### src/sv/cbms_pkg.sv
// Shared types, codes and constants of the CPU bus master sequencer.
package cbms_pkg;

    localparam int MAX_WORDS_DEF = 16;
    localparam int ADDR_BITS     = 24;
    localparam int WORD_W        = 16;
    localparam int DIDX_W        = 6;
    localparam int BYTES_W       = 7;
    localparam int OFFS_W        = 7;
    localparam int CMD_W         = 2;
    localparam int IN_W          = 72;
    localparam int OUT_W         = 72;

    localparam logic [ADDR_BITS-1:0] ADDR_MASK = 24'hfffffe;

    typedef enum logic [CMD_W-1:0] {
        CMD_START = 2'd0,
        CMD_LOAD  = 2'd1,
        CMD_TICK  = 2'd2,
        CMD_POP   = 2'd3
    } cmd_t;

    localparam logic [1:0] SIZE_NARROW = 2'b01;
    localparam logic [1:0] SIZE_WIDE   = 2'b10;

    localparam logic [1:0] LANE_NONE = 2'b00;
    localparam logic [1:0] LANE_LOW  = 2'b01;
    localparam logic [1:0] LANE_HIGH = 2'b10;
    localparam logic [1:0] LANE_BOTH = 2'b11;

    // Input word, last member in the lowest bits.
    typedef struct packed {
        logic [3:0]           pad;
        logic [3:0]           irq_lines;
        logic [WORD_W-1:0]    bus_data_in;
        logic                 not_ready_in;
        logic [WORD_W-1:0]    write_word;
        logic [5:0]           op_bytes;
        logic                 op_is_read;
        logic [ADDR_BITS-1:0] op_address;
    } in_word_t;

    // Result word, last member in the lowest bits.
    typedef struct packed {
        logic                 pad;
        logic                 overflow_flag;
        logic [WORD_W-1:0]    popped_word;
        logic [5:0]           interrupt_bits;
        logic                 has_read_data;
        logic                 idle_flag;
        logic [WORD_W-1:0]    data_out;
        logic                 data_drive;
        logic [1:0]           write_strobe;
        logic [1:0]           size_strobe;
        logic [ADDR_BITS-1:0] addr_out;
        logic                 addr_drive;
    } out_word_t;

endpackage

### src/sv/cbms_ram.sv
// Generic single-write, single-read RAM with registered read data.
module cbms_ram #(
    parameter int WIDTH = 16,
    parameter int DEPTH = 16
) (
    input  logic                     clk,
    input  logic                     we,
    input  logic [$clog2(DEPTH)-1:0] waddr,
    input  logic [WIDTH-1:0]         wdata,
    input  logic                     re,
    input  logic [$clog2(DEPTH)-1:0] raddr,
    output logic [WIDTH-1:0]         rdata
);

    logic [WIDTH-1:0] mem [DEPTH];

    always_ff @(posedge clk)
    begin
        if (we)
        begin
            mem[waddr] <= wdata;
        end
        if (re)
        begin
            rdata <= mem[raddr];
        end
    end

endmodule

### src/sv/cpu_bus_master_sequencer.sv
// Top level of the CPU bus master sequencer: phase control, word buffer and output stages.
//
//  Channel   Dir  Handshake                      Contents
//  s_axis    in   s_axis_tvalid / s_axis_tready  tuser: cmd, tdata: operation and bus samples
//  m_axis    out  m_axis_tvalid / m_axis_tready  tdata: bus drive, flags and popped word
//
// One word is taken per cycle while s_axis_tready is high. A result passes the read
// stage, with the registered read port of the word buffer RAM, and then the output
// register before it appears on m_axis.
// Reset clears all control state; the word buffer is not cleared and holds no
// meaning until written, so the block is ready right after reset.
// A stalled result holds in the output register while one more word is taken
// into the read stage; s_axis_tready drops only when both stages are full.
module cpu_bus_master_sequencer #(
    parameter int MAX_WORDS = cbms_pkg::MAX_WORDS_DEF
) (
    input  logic                       clk,
    input  logic                       rst_n,
    input  logic                       s_axis_tvalid,
    output logic                       s_axis_tready,
    // tdata: op_address[23:0], op_is_read[24], op_bytes[30:25], write_word[46:31],
    //        not_ready_in[47], bus_data_in[63:48], irq_lines[67:64], zero fill
    input  logic [cbms_pkg::IN_W-1:0]  s_axis_tdata,
    // tuser: cmd[1:0]
    input  logic [cbms_pkg::CMD_W-1:0] s_axis_tuser,
    output logic                       m_axis_tvalid,
    input  logic                       m_axis_tready,
    // tdata: addr_drive[0], addr_out[24:1], size_strobe[26:25], write_strobe[28:27],
    //        data_drive[29], data_out[45:30], idle_flag[46], has_read_data[47],
    //        interrupt_bits[53:48], popped_word[69:54], overflow_flag[70], zero fill
    output logic [cbms_pkg::OUT_W-1:0] m_axis_tdata
);

    import cbms_pkg::*;

    localparam int PTR_W = (MAX_WORDS > 1) ? $clog2(MAX_WORDS) : 1;
    localparam int CNT_W = $clog2(MAX_WORDS + 1);
    localparam int CMP_W = (CNT_W > DIDX_W) ? CNT_W : DIDX_W;
    localparam logic [CNT_W-1:0] FULL_COUNT = CNT_W'(MAX_WORDS);

    typedef enum logic [2:0] {
        PH_IDLE    = 3'd0,
        PH_BEGIN   = 3'd1,
        PH_WAIT    = 3'd2,
        PH_ACTIVE  = 3'd3,
        PH_CLEANUP = 3'd4
    } phase_t;

    // Ring index a + b, wrapped once at the depth; a stays below the depth.
    function automatic logic [PTR_W-1:0] ring_add(input logic [PTR_W-1:0] a,
                                                  input logic [PTR_W:0]   b);
        logic [PTR_W+1:0] s;
        s = (PTR_W+2)'(a) + (PTR_W+2)'(b);
        if (s >= (PTR_W+2)'(MAX_WORDS))
        begin
            s = s - (PTR_W+2)'(MAX_WORDS);
        end
        return s[PTR_W-1:0];
    endfunction

    // Control state
    phase_t                     phase_reg, phase_next;
    logic                       op_valid_reg, op_valid_next;
    logic                       op_read_reg, op_read_next;
    logic [ADDR_BITS-1:0]       base_reg, base_next;
    logic signed [BYTES_W-1:0]  bytes_left_reg, bytes_left_next;
    logic [PTR_W-1:0]           head_reg, head_next;
    logic [CNT_W-1:0]           count_reg, count_next;
    logic [OFFS_W-1:0]          offset_reg, offset_next;
    logic signed [DIDX_W-1:0]   didx_reg, didx_next;
    logic [1:0]                 size_mode_reg, size_mode_next;
    logic [1:0]                 lane_mode_reg, lane_mode_next;
    logic                       wait_reg, wait_next;
    logic [5:0]                 irq_latch_reg, irq_latch_next;

    // Pipeline stages
    logic      s1_valid_reg;
    out_word_t s1_word_reg, s1_word_next;
    logic      s1_dsel_reg, s1_dsel_next;
    logic      s1_psel_reg, s1_psel_next;
    logic      out_valid_reg;
    out_word_t out_word_reg, out_word_next;

    // Buffer RAM port
    logic              ram_we;
    logic [PTR_W-1:0]  ram_waddr;
    logic [WORD_W-1:0] ram_wdata;
    logic              ram_re;
    logic [PTR_W-1:0]  ram_raddr;
    logic [WORD_W-1:0] ram_rdata;

    in_word_t in_w;
    cmd_t     cmd;
    logic     accept;
    logic     s2_free;
    logic     s1_move;

    logic                      push_req;
    logic [WORD_W-1:0]         push_data;
    logic                      ovf;
    logic signed [BYTES_W-1:0] bl_adv;
    logic                      didx_in_range;

    assign in_w = in_word_t'(s_axis_tdata);
    assign cmd  = cmd_t'(s_axis_tuser);

    assign s2_free       = !out_valid_reg || m_axis_tready;
    assign s1_move       = s1_valid_reg && s2_free;
    assign s_axis_tready = !s1_valid_reg || s2_free;
    assign accept        = s_axis_tvalid && s_axis_tready;

    assign bl_adv = bytes_left_reg - BYTES_W'(2);
    assign didx_in_range = !didx_reg[DIDX_W-1] &&
                           (CMP_W'($unsigned(didx_reg)) < CMP_W'(count_reg));

    always_comb
    begin
        phase_next      = phase_reg;
        op_valid_next   = op_valid_reg;
        op_read_next    = op_read_reg;
        base_next       = base_reg;
        bytes_left_next = bytes_left_reg;
        head_next       = head_reg;
        count_next      = count_reg;
        offset_next     = offset_reg;
        didx_next       = didx_reg;
        size_mode_next  = size_mode_reg;
        lane_mode_next  = lane_mode_reg;
        wait_next       = wait_reg;
        irq_latch_next  = irq_latch_reg;

        push_req     = 1'b0;
        push_data    = in_w.write_word;
        ovf          = 1'b0;
        ram_we       = 1'b0;
        ram_waddr    = ring_add(head_reg, (PTR_W+1)'(count_reg));
        ram_wdata    = push_data;
        ram_raddr    = head_reg;
        s1_dsel_next = 1'b0;
        s1_psel_next = 1'b0;
        s1_word_next = '0;

        case (cmd)
            CMD_START:
            begin
                base_next       = in_w.op_address;
                op_read_next    = in_w.op_is_read;
                bytes_left_next = signed'({1'b0, in_w.op_bytes});
                op_valid_next   = 1'b1;
                head_next       = '0;
                count_next      = '0;
            end
            CMD_LOAD:
            begin
                push_req  = 1'b1;
                push_data = in_w.write_word;
            end
            CMD_TICK:
            begin
                if (phase_reg == PH_BEGIN || phase_reg == PH_WAIT || phase_reg == PH_ACTIVE)
                begin
                    s1_word_next.addr_drive   = 1'b1;
                    s1_word_next.addr_out     = (base_reg + ADDR_BITS'(offset_reg)) & ADDR_MASK;
                    s1_word_next.size_strobe  = size_mode_reg;
                    s1_word_next.write_strobe = lane_mode_reg;
                end
                if (phase_reg != PH_IDLE && !op_read_reg)
                begin
                    s1_word_next.data_drive = 1'b1;
                    s1_dsel_next = didx_in_range;
                    ram_raddr = ring_add(head_reg, (PTR_W+1)'($unsigned(didx_reg)));
                end

                irq_latch_next = {in_w.irq_lines, 2'b00};
                wait_next      = in_w.not_ready_in;
                push_data      = in_w.bus_data_in;

                case (phase_reg)
                    PH_BEGIN:
                    begin
                        phase_next = PH_WAIT;
                    end
                    PH_WAIT:
                    begin
                        if (!in_w.not_ready_in)
                        begin
                            phase_next      = PH_ACTIVE;
                            offset_next     = offset_reg + OFFS_W'(2);
                            bytes_left_next = bl_adv;
                            if (!op_read_reg)
                            begin
                                didx_next = didx_reg + DIDX_W'(1);
                                if (bl_adv <= 0)
                                begin
                                    phase_next = PH_CLEANUP;
                                end
                            end
                        end
                    end
                    PH_ACTIVE:
                    begin
                        if (in_w.not_ready_in)
                        begin
                            phase_next = PH_WAIT;
                        end
                        else
                        begin
                            offset_next     = offset_reg + OFFS_W'(2);
                            didx_next       = didx_reg + DIDX_W'(1);
                            push_req        = op_read_reg;
                            bytes_left_next = bl_adv;
                            if (bl_adv <= 0)
                            begin
                                phase_next = PH_CLEANUP;
                            end
                        end
                    end
                    PH_CLEANUP:
                    begin
                        push_req   = op_read_reg;
                        phase_next = PH_IDLE;
                    end
                    default:
                    begin
                        phase_next = PH_IDLE;
                        if (op_valid_reg && bytes_left_reg > 0)
                        begin
                            phase_next     = PH_BEGIN;
                            offset_next    = '0;
                            didx_next      = '1;
                            size_mode_next = (bytes_left_reg > 2) ? SIZE_WIDE : SIZE_NARROW;
                            if (op_read_reg)
                            begin
                                lane_mode_next = LANE_NONE;
                            end
                            else if (bytes_left_reg == 1)
                            begin
                                lane_mode_next = base_reg[0] ? LANE_HIGH : LANE_LOW;
                            end
                            else
                            begin
                                lane_mode_next = LANE_BOTH;
                            end
                        end
                    end
                endcase
            end
            default:
            begin
                if (op_valid_reg && count_reg != '0)
                begin
                    s1_psel_next = 1'b1;
                    ram_raddr    = head_reg;
                    head_next    = ring_add(head_reg, (PTR_W+1)'(1));
                    count_next   = count_reg - CNT_W'(1);
                    if (count_reg == CNT_W'(1) && bytes_left_reg < 0)
                    begin
                        op_valid_next = 1'b0;
                    end
                end
            end
        endcase

        // Pushes never coincide with a start, so count_reg is the current fill.
        ram_wdata = push_data;
        if (push_req)
        begin
            if (count_reg == FULL_COUNT)
            begin
                ovf = 1'b1;
            end
            else
            begin
                ram_we     = 1'b1;
                count_next = count_reg + CNT_W'(1);
            end
        end

        s1_word_next.idle_flag      = (phase_next == PH_IDLE) && !wait_next;
        s1_word_next.has_read_data  = op_read_next && op_valid_next && (count_next != '0);
        s1_word_next.interrupt_bits = irq_latch_next;
        s1_word_next.overflow_flag  = ovf;
    end

    assign ram_re = accept && (s1_dsel_next || s1_psel_next);

    cbms_ram #(
        .WIDTH (WORD_W),
        .DEPTH (MAX_WORDS)
    ) u_buf_ram (
        .clk   (clk),
        .we    (ram_we && accept),
        .waddr (ram_waddr),
        .wdata (ram_wdata),
        .re    (ram_re),
        .raddr (ram_raddr),
        .rdata (ram_rdata)
    );

    always_ff @(posedge clk or negedge rst_n)
    begin
        if (!rst_n)
        begin
            phase_reg      <= PH_IDLE;
            op_valid_reg   <= 1'b0;
            op_read_reg    <= 1'b0;
            base_reg       <= '0;
            bytes_left_reg <= '0;
            head_reg       <= '0;
            count_reg      <= '0;
            offset_reg     <= '0;
            didx_reg       <= '0;
            size_mode_reg  <= '0;
            lane_mode_reg  <= '0;
            wait_reg       <= 1'b0;
            irq_latch_reg  <= '0;
        end
        else if (accept)
        begin
            phase_reg      <= phase_next;
            op_valid_reg   <= op_valid_next;
            op_read_reg    <= op_read_next;
            base_reg       <= base_next;
            bytes_left_reg <= bytes_left_next;
            head_reg       <= head_next;
            count_reg      <= count_next;
            offset_reg     <= offset_next;
            didx_reg       <= didx_next;
            size_mode_reg  <= size_mode_next;
            lane_mode_reg  <= lane_mode_next;
            wait_reg       <= wait_next;
            irq_latch_reg  <= irq_latch_next;
        end
    end

    always_ff @(posedge clk or negedge rst_n)
    begin
        if (!rst_n)
        begin
            s1_valid_reg  <= 1'b0;
            out_valid_reg <= 1'b0;
        end
        else
        begin
            if (accept)
            begin
                s1_valid_reg <= 1'b1;
            end
            else if (s1_move)
            begin
                s1_valid_reg <= 1'b0;
            end
            if (s1_move)
            begin
                out_valid_reg <= 1'b1;
            end
            else if (m_axis_tready)
            begin
                out_valid_reg <= 1'b0;
            end
        end
    end

    // The RAM read data belongs to the word in the read stage and holds until it moves on.
    always_comb
    begin
        out_word_next             = s1_word_reg;
        out_word_next.data_out    = s1_dsel_reg ? ram_rdata : '0;
        out_word_next.popped_word = s1_psel_reg ? ram_rdata : '0;
    end

    always_ff @(posedge clk)
    begin
        if (accept)
        begin
            s1_word_reg <= s1_word_next;
            s1_dsel_reg <= s1_dsel_next;
            s1_psel_reg <= s1_psel_next;
        end
        if (s1_move)
        begin
            out_word_reg <= out_word_next;
        end
    end

    assign m_axis_tvalid = out_valid_reg;
    assign m_axis_tdata  = OUT_W'(out_word_reg);

endmodule

### config.mk
export PLATFORM = sky130hd
export DESIGN_NAME = cpu_bus_master_sequencer
export DESIGN_NICKNAME = d
export VERILOG_FILES = /design/src/sv/cbms_pkg.sv /design/src/sv/cbms_ram.sv /design/src/sv/cpu_bus_master_sequencer.sv
export SDC_FILE = /design/constraint.sdc
export NUM_CORES = 1
export LEC_CHECK = 0
export BUFFER_PORTS_ARGS = -buffer_cell sky130_fd_sc_hd__buf_2
export CAP_MARGIN = 5
export CORE_AREA = 4 4 211 213
export DETAILED_ROUTE_END_ITERATION = 8
export DIE_AREA = 0 0 215 217
export SYNTH_ARGS = -nofsm -noshare
export SYNTH_HDL_FRONTEND = slang
export SYNTH_SLANG_ARGS = --single-unit
### constraint.sdc
create_clock -name clk -period 8.14 [get_ports clk]
set_clock_uncertainty 0.2 [all_clocks]
set_input_delay 0.814 -clock clk [delete_from_list [all_inputs] [get_ports clk]]
set_output_delay 0.814 -clock clk [all_outputs]
set_load 0.01 [all_outputs]
==> summary.md, run 1 <==
| Metric | Value |
|---|---|
| CP required | 8.19 ns |
| Power Dens Cells | between 200 and 300 mW/mm² |
| Most frequent CP cell | buf_4 |
| Largest register FFs | ~260 |
| Fin cells | 1986 |
| Core Footprint | 0.04270 mm² |
| Largest Register | u_buf_ram.mem |
| IO buf count | about 150 |
| Dpl hpwl | 23560 µm |
| Antenna diodes | 0 |
| Slowest stage cell on the critical path | nor2_1 |
| Reg2Reg Setup Slack | between 4 and 5 ns |
| Syn Area/Cell | around 15 µm² |
| Setup CP Type | input port to flop |
| Hold WS | between 0.15 and 0.2 ns |
| CP Launch Type | input port |
| Starting Density | 44.43% |
| Commonest cells after routing, fill and taps aside | 382 x edfxtp_1, 144 x buf_2, 130 x mux2i_1, 70 x dfrtp_1, 61 x nor2_1 |
| Fill count | 3524 |
| Nets@finish | 1516 |
| Post-CTS Resized | 0 |
| P&R area growth vs syn | 14.52% |
| 1st-iter DRT viols | 714 |
| Placed Instances | roughly 1900 |
| DRT antenna net count | 0 |
| Register-to-Register Path Depth | 9 |
| Crit-path cells | buf_2, inv_1, ha_2, buf_4, a21o_1, o211ai_1, o21ba_2, nand2_1, or3_1, nor2_1, buf_4 |
| Share of cells above drive strength 1 | 21.18% |
| Min Tclk post-route | 4.124 ns |
| Drt first pass iters | 5 |
| Clk slew on worst S/H paths | 0.06 ns |
| Post-CTS Repair Setup Buffers | 0 |
| Worst-margin pin slew | between 1 and 1.5 ns |
| Routed wire length | 38580 µm |
| Setup tns final | 0 ns |
| Final Hold Fails | 0 |
| Area leader, netlist | edfxtp_1 |
| Clk_lat worst skew | 0.56 ns |
| Vias per cell | 5.303 |
| Total track usage | 16.44% |
| # setup viols final | 0 |
| Post-route cell area | 0.02172 mm² |
| Period utilisation layout | roughly half |
| DR WL/cell | slightly below 20 µm |
| Crit Reg-Reg Startpoint | count_reg[0] |
| Slew Limit Fails | 0 |
| Clock Root Buffer | clkbuf_16 |
| Syn Std Cell Area | 0.01897 mm² |
| Num CTS Buffers | 46 |
| Hold_buf cts | 0 |
| Peak VDD IR | 0.2801 mV |
| Fmax | about 240 MHz |
| TritonCTS clock tree | yes |
| Max clock buf depth | 3 |
| Count of different cell masters after synthesis | 68 |
| First-pass GRT wire length | 60520 µm |
| Crit-path max FO | 40 |
| RSZ-0062 raised after global routing | false |
| Pin count of the biggest net entering global routing | 161 |
| Reg2reg end | u_buf_ram.mem[4][7] |
| Gp weighted congestion | 0.8126 |
| Critical path startpoint | s_axis_tuser[0] |
| Ports | roughly 150 |
| Slew HR | 13.48% |
| Worst stage delay on the critical path | 0.79 ns |
| Clk sinks | 452 |
| Most used DFF post-synth | edfxtp_1 |
| Dpl cell area | 0.02033 mm² |
| Synth top area share | 60.47% |
| Max cap viols | 0 |
| Die Height | 217 µm |
| Worst Hold Class | input port to async pin |
| Ys Warns | 0 |
| Die Area | 0.04666 mm² |
| Largest cells by area after synthesis | edfxtp_1 60%, dfrtp_1 9.2%, mux2i_1 6.9%, mux2_2 3.3%, ha_1 1.8% |
| Final core occ | roughly half |
| Asr flop ratio synth | 15.49% |
| Register Area | about 0.013 mm² |
| Width of the die | 215 µm |
| Number of core rows | 76 |
| EDFF count, synth | 382 |
| Vias in the first global route | 10639 |
| Via count | 10532 |
| DRC errors left | 0 |
| Antenna violations before repair | 0 |
| Global route overflow | 0 |
| Status | finished clean |
| Gate Count Post-Synth | 1250 |
| CP Capture Type | flop |
| Pleak | 7.998 nW |
| Most common cell after layout, fill and taps aside | edfxtp_1 |
| Register area share after synthesis | a little over two thirds |
| Multi-input logic area | about 0.0054 mm² |
| Yosys reg bits | 452 |
| WP data arrival | 4.17 ns |
| H-tree depth | 2 |
-- how the worst max path moves through the flow --
stage                               end  slack [ns]
floorplan           u_buf_ram.mem[1][0]        3.81
global placement    u_buf_ram.mem[4][7]        3.49
detailed placement  u_buf_ram.mem[4][7]        3.43
CTS                 u_buf_ram.mem[4][7]        4.03
global route        u_buf_ram.mem[4][7]        3.88
finish              u_buf_ram.mem[4][7]        4.02
-- power breakdown --
group	switching [mW]	internal, mW
sequential	0.143	2.73
clock	0.845	1.12
combinational	0.862	0.628
total	1.85	4.48
-- critical path, delay by kind of cell --
| family | cells | cell delay (ns) |
|---|---|---|
| buffers and inverters | 4 | 1.08 |
| adder cells (fa/ha/maj) | 1 | 0.19 |
| AO/OA/AOI/OAI | 3 | 0.70 |
| AND/OR/NAND/NOR | 3 | 1.35 |
-- cell families after synthesis --
family                   Yosys count  synth area share, %
flip-flops                       452                69.70
other                              1              0.01977
XOR/XNOR                          38                1.754
AO/OA/AOI/OAI                    187                6.806
buffers and inverters             83                1.919
AND/OR/NAND/NOR                  273                7.545
adder cells (fa/ha/maj)           30                2.058
multiplexers                     186                10.20
-- layout make-up --
cell class                      count  area share (%)
Sequential cell                   452           60.87
Clock inverter                     20          0.7718
Inverter                           24          0.4204
Tap cell                          546           3.145
Clock buffer                       60           5.633
Multi-Input combinational cell    716           24.96
Timing Repair Buffer              168           4.204
-- through the flow --
stage          setup slack (ns)  power, mW
6_report                  4.016      6.332
5_1_grt                   3.883      6.663
4_1_cts                   4.033      6.406
3_5_place_dp              3.427      4.419
3_3_place_gp              3.495      4.388
2_1_floorplan             3.812      4.014
-- synth_stat cells, types with 5 or more instances --
| library cell | instances |
|---|---|
| nand3_1 | 13 |
| and3_1 | 8 |
| nand2b_1 | 9 |
| inv_1 | 21 |
| xor2_1 | 24 |
| buf_2 | 20 |
| nand4_1 | 10 |
| a21o_1 | 8 |
| mux2_2 | 55 |
| dfrtp_1 | 70 |
| nand2_1 | 44 |
| o21ai_0 | 26 |
| a21oi_1 | 52 |
| mux2i_1 | 130 |
| nor2_1 | 65 |
| nor3_1 | 20 |
| a22o_1 | 18 |
| edfxtp_1 | 382 |
| a221o_1 | 17 |
| and2_1 | 41 |
| a211oi_1 | 35 |
| xnor2_1 | 14 |
| nor2b_1 | 37 |
| ha_1 | 28 |
| nor4_1 | 5 |
| clkbuf_1 | 30 |
-- metal layers --
layer / global-route usage, % / part of all wire, %
met1: 22.84 / 46
met5: 0 / 0
met4: 4.166 / 2.0
met2: 26.86 / 47
met3: 3.323 / 4.5
(Power assumes the default switching activity.)
==> inputs of run 2 (changes only) <==
==> constraint.sdc (replaced) <==
create_clock -name clk -period 4 [get_ports clk]
set_clock_uncertainty 0.2 [all_clocks]
set_input_delay 0.4 -clock clk [delete_from_list [all_inputs] [get_ports clk]]
set_output_delay 0.4 -clock clk [all_outputs]
set_load 0.01 [all_outputs]
==> run 2 against run 1 <==
Compared with the run above:
- cell area increased by 2.9%
- via count up 1.9%
- hold slack worse by 0.14 ns
- highest routed layer unchanged
==> summary.md, run 2 (synthesis gave the netlist of run 1 again) <==
| Metric | Value |
|---|---|
| Placed Instances | 1919 |
| TritonCTS clock tree | yes |
| Ports | around 150 |
| H-tree depth | 2 |
| Peak VDD IR | 0.3082 mV |
| Final Hold Fails | 0 |
| Global route overflow | 0 |
| Num CTS Buffers | 45 |
| Max clock buf depth | 3 |
| DRC errors left | 0 |
| Share of cells above drive strength 1 | 21.07% |
| Starting Density | ~44% |
| Vias in the first global route | approximately 11000 |
| Die Area | 0.04666 mm² |
| Gp weighted congestion | just under 0.8 |
| Max cap viols | 0 |
| WP data arrival | 3.45 ns |
| DR WL/cell | 19.45 µm |
| Nets@finish | 1567 |
| Width of the die | 215 µm |
| Slew HR | 17.12% |
| Fmax | ~300 MHz |
| CP Launch Type | flop |
| Dpl hpwl | 24250 µm |
| IO buf count | 145 |
| Status | finished clean |
| Most common cell after layout, fill and taps aside | edfxtp_1 |
| Power Dens Cells | 589.4 mW/mm² |
| CP required | 4.11 ns |
| Via count | 10732 |
| Drt first pass iters | 5 |
| # setup viols final | 0 |
| Post-CTS Repair Setup Buffers | 0 |
| Core Footprint | 0.04270 mm² |
| Clk slew on worst S/H paths | around 0.060 ns |
| Pleak | ~8.3 nW |
| Slew Limit Fails | 0 |
| Clock Root Buffer | clkbuf_16 |
| Worst Hold Class | input port to flop |
| Largest register FFs | around 260 |
| Setup tns final | 0 ns |
| Hold_buf cts | 39 |
| Post-CTS Resized | 0 |
| Antenna violations before repair | 0 |
| Min Tclk post-route | 3.341 ns |
| RSZ-0062 raised after global routing | false |
| Commonest cells after routing, fill and taps aside | 382 x edfxtp_1, 144 x buf_2, 130 x mux2i_1, 70 x dfrtp_1, 65 x nor2_1 |
| First-pass GRT wire length | 62670 µm |
| 1st-iter DRT viols | between 600 and 700 |
| DRT antenna net count | 0 |
| Total track usage | between 10% and 20% |
| Fin cells | ~2000 |
| Crit-path max FO | 47 |
| Antenna diodes | 0 |
| Routed wire length | 39590 µm |
| Pin count of the biggest net entering global routing | 71 |
| Register-to-Register Path Depth | 9 |
| P&R area growth vs syn | 17.81% |
| CP Capture Type | flop |
| Clk_lat worst skew | 0.57 ns |
| Setup CP Type | flop to flop |
| Hold path depth | 3 |
| Period utilisation layout | between 80% and 90% |
| Die Height | 217 µm |
| Number of core rows | 76 |
| Largest Register | u_buf_ram.mem |
| Clk sinks | 452 |
| Vias per cell | 5.271 |
| Worst-margin pin slew | 1.227 ns |
run 2: metal layers:
layer / vias to the layer above / share of wire (%) / GRT usage (%)
li1: 5165 / - / -
met1: 5306 / 46 / 23.53
met2: 203 / 47 / 28.14
met3: 58 / 4.4 / 2.960
met4: 0 / 1.9 / 4.810
met5: - / 0 / 0
run 2: area by class of cell:
type	instances	area, µm²
clock inverters	24	261.5
flip-flops and latches	452	13220
repair buffers	220	1476
clock buffers	54	1201
well taps	546	683.2
fillers	3518	20350
inverters	24	91.34
multi-input cells	716	5413
run 2: worst max-delay path, cell delays in order (launching register included):
cell	delay [ns]
dfrtp_1	0.55
ha_1	0.23
inv_1	0.05
fa_1	0.49
nand2_1	0.09
o21ai_4	0.36
buf_12	0.36
mux2i_1	0.14
a22o_1	0.29
a221o_1	0.30
run 2: final timing paths:
path | slack [ns] | end | startpoint
worst max-delay path | 0.66 | u_buf_ram.rdata[8] | head_reg[0]
worst min-delay path | 0.04 | bytes_left_reg[3] | s_axis_tdata[28]
worst max register to register | 0.66 | u_buf_ram.rdata[8] | head_reg[0]
worst min register to register | 0.21 | m_axis_tdata[46] | out_word_next[46]
max in group asynchronous | 2.67 | didx_reg[5] | rst_n
min in group asynchronous | 0.30 | irq_latch_reg[2] | rst_n
run 2: power breakdown:
| part | internal, mW | leakage, nW | switching [mW] |
|---|---|---|---|
| logic | 1.37 | 3.19 | 1.76 |
| clock network | 2.46 | 0.712 | 1.74 |
| registers | 5.56 | 4.38 | 0.289 |
run 2: metrics by stage:
stage	utilization [%]	hold WS (ns)	worst slack (ns)	power, mW	instance area, µm²
6_report	52.34	0.03912	0.6587	13.17	22350
4_1_cts	52.34	0.009762	0.6263	13.31	22350
5_1_grt	52.34	0.02833	0.4916	13.86	22350
3_5_place_dp	48.00	0.2045	0.3147	9.052	20500
2_1_floorplan	-	-0.09559	0.06874	8.168	18970
3_3_place_gp	48.00	0.2002	0.3620	8.984	20500
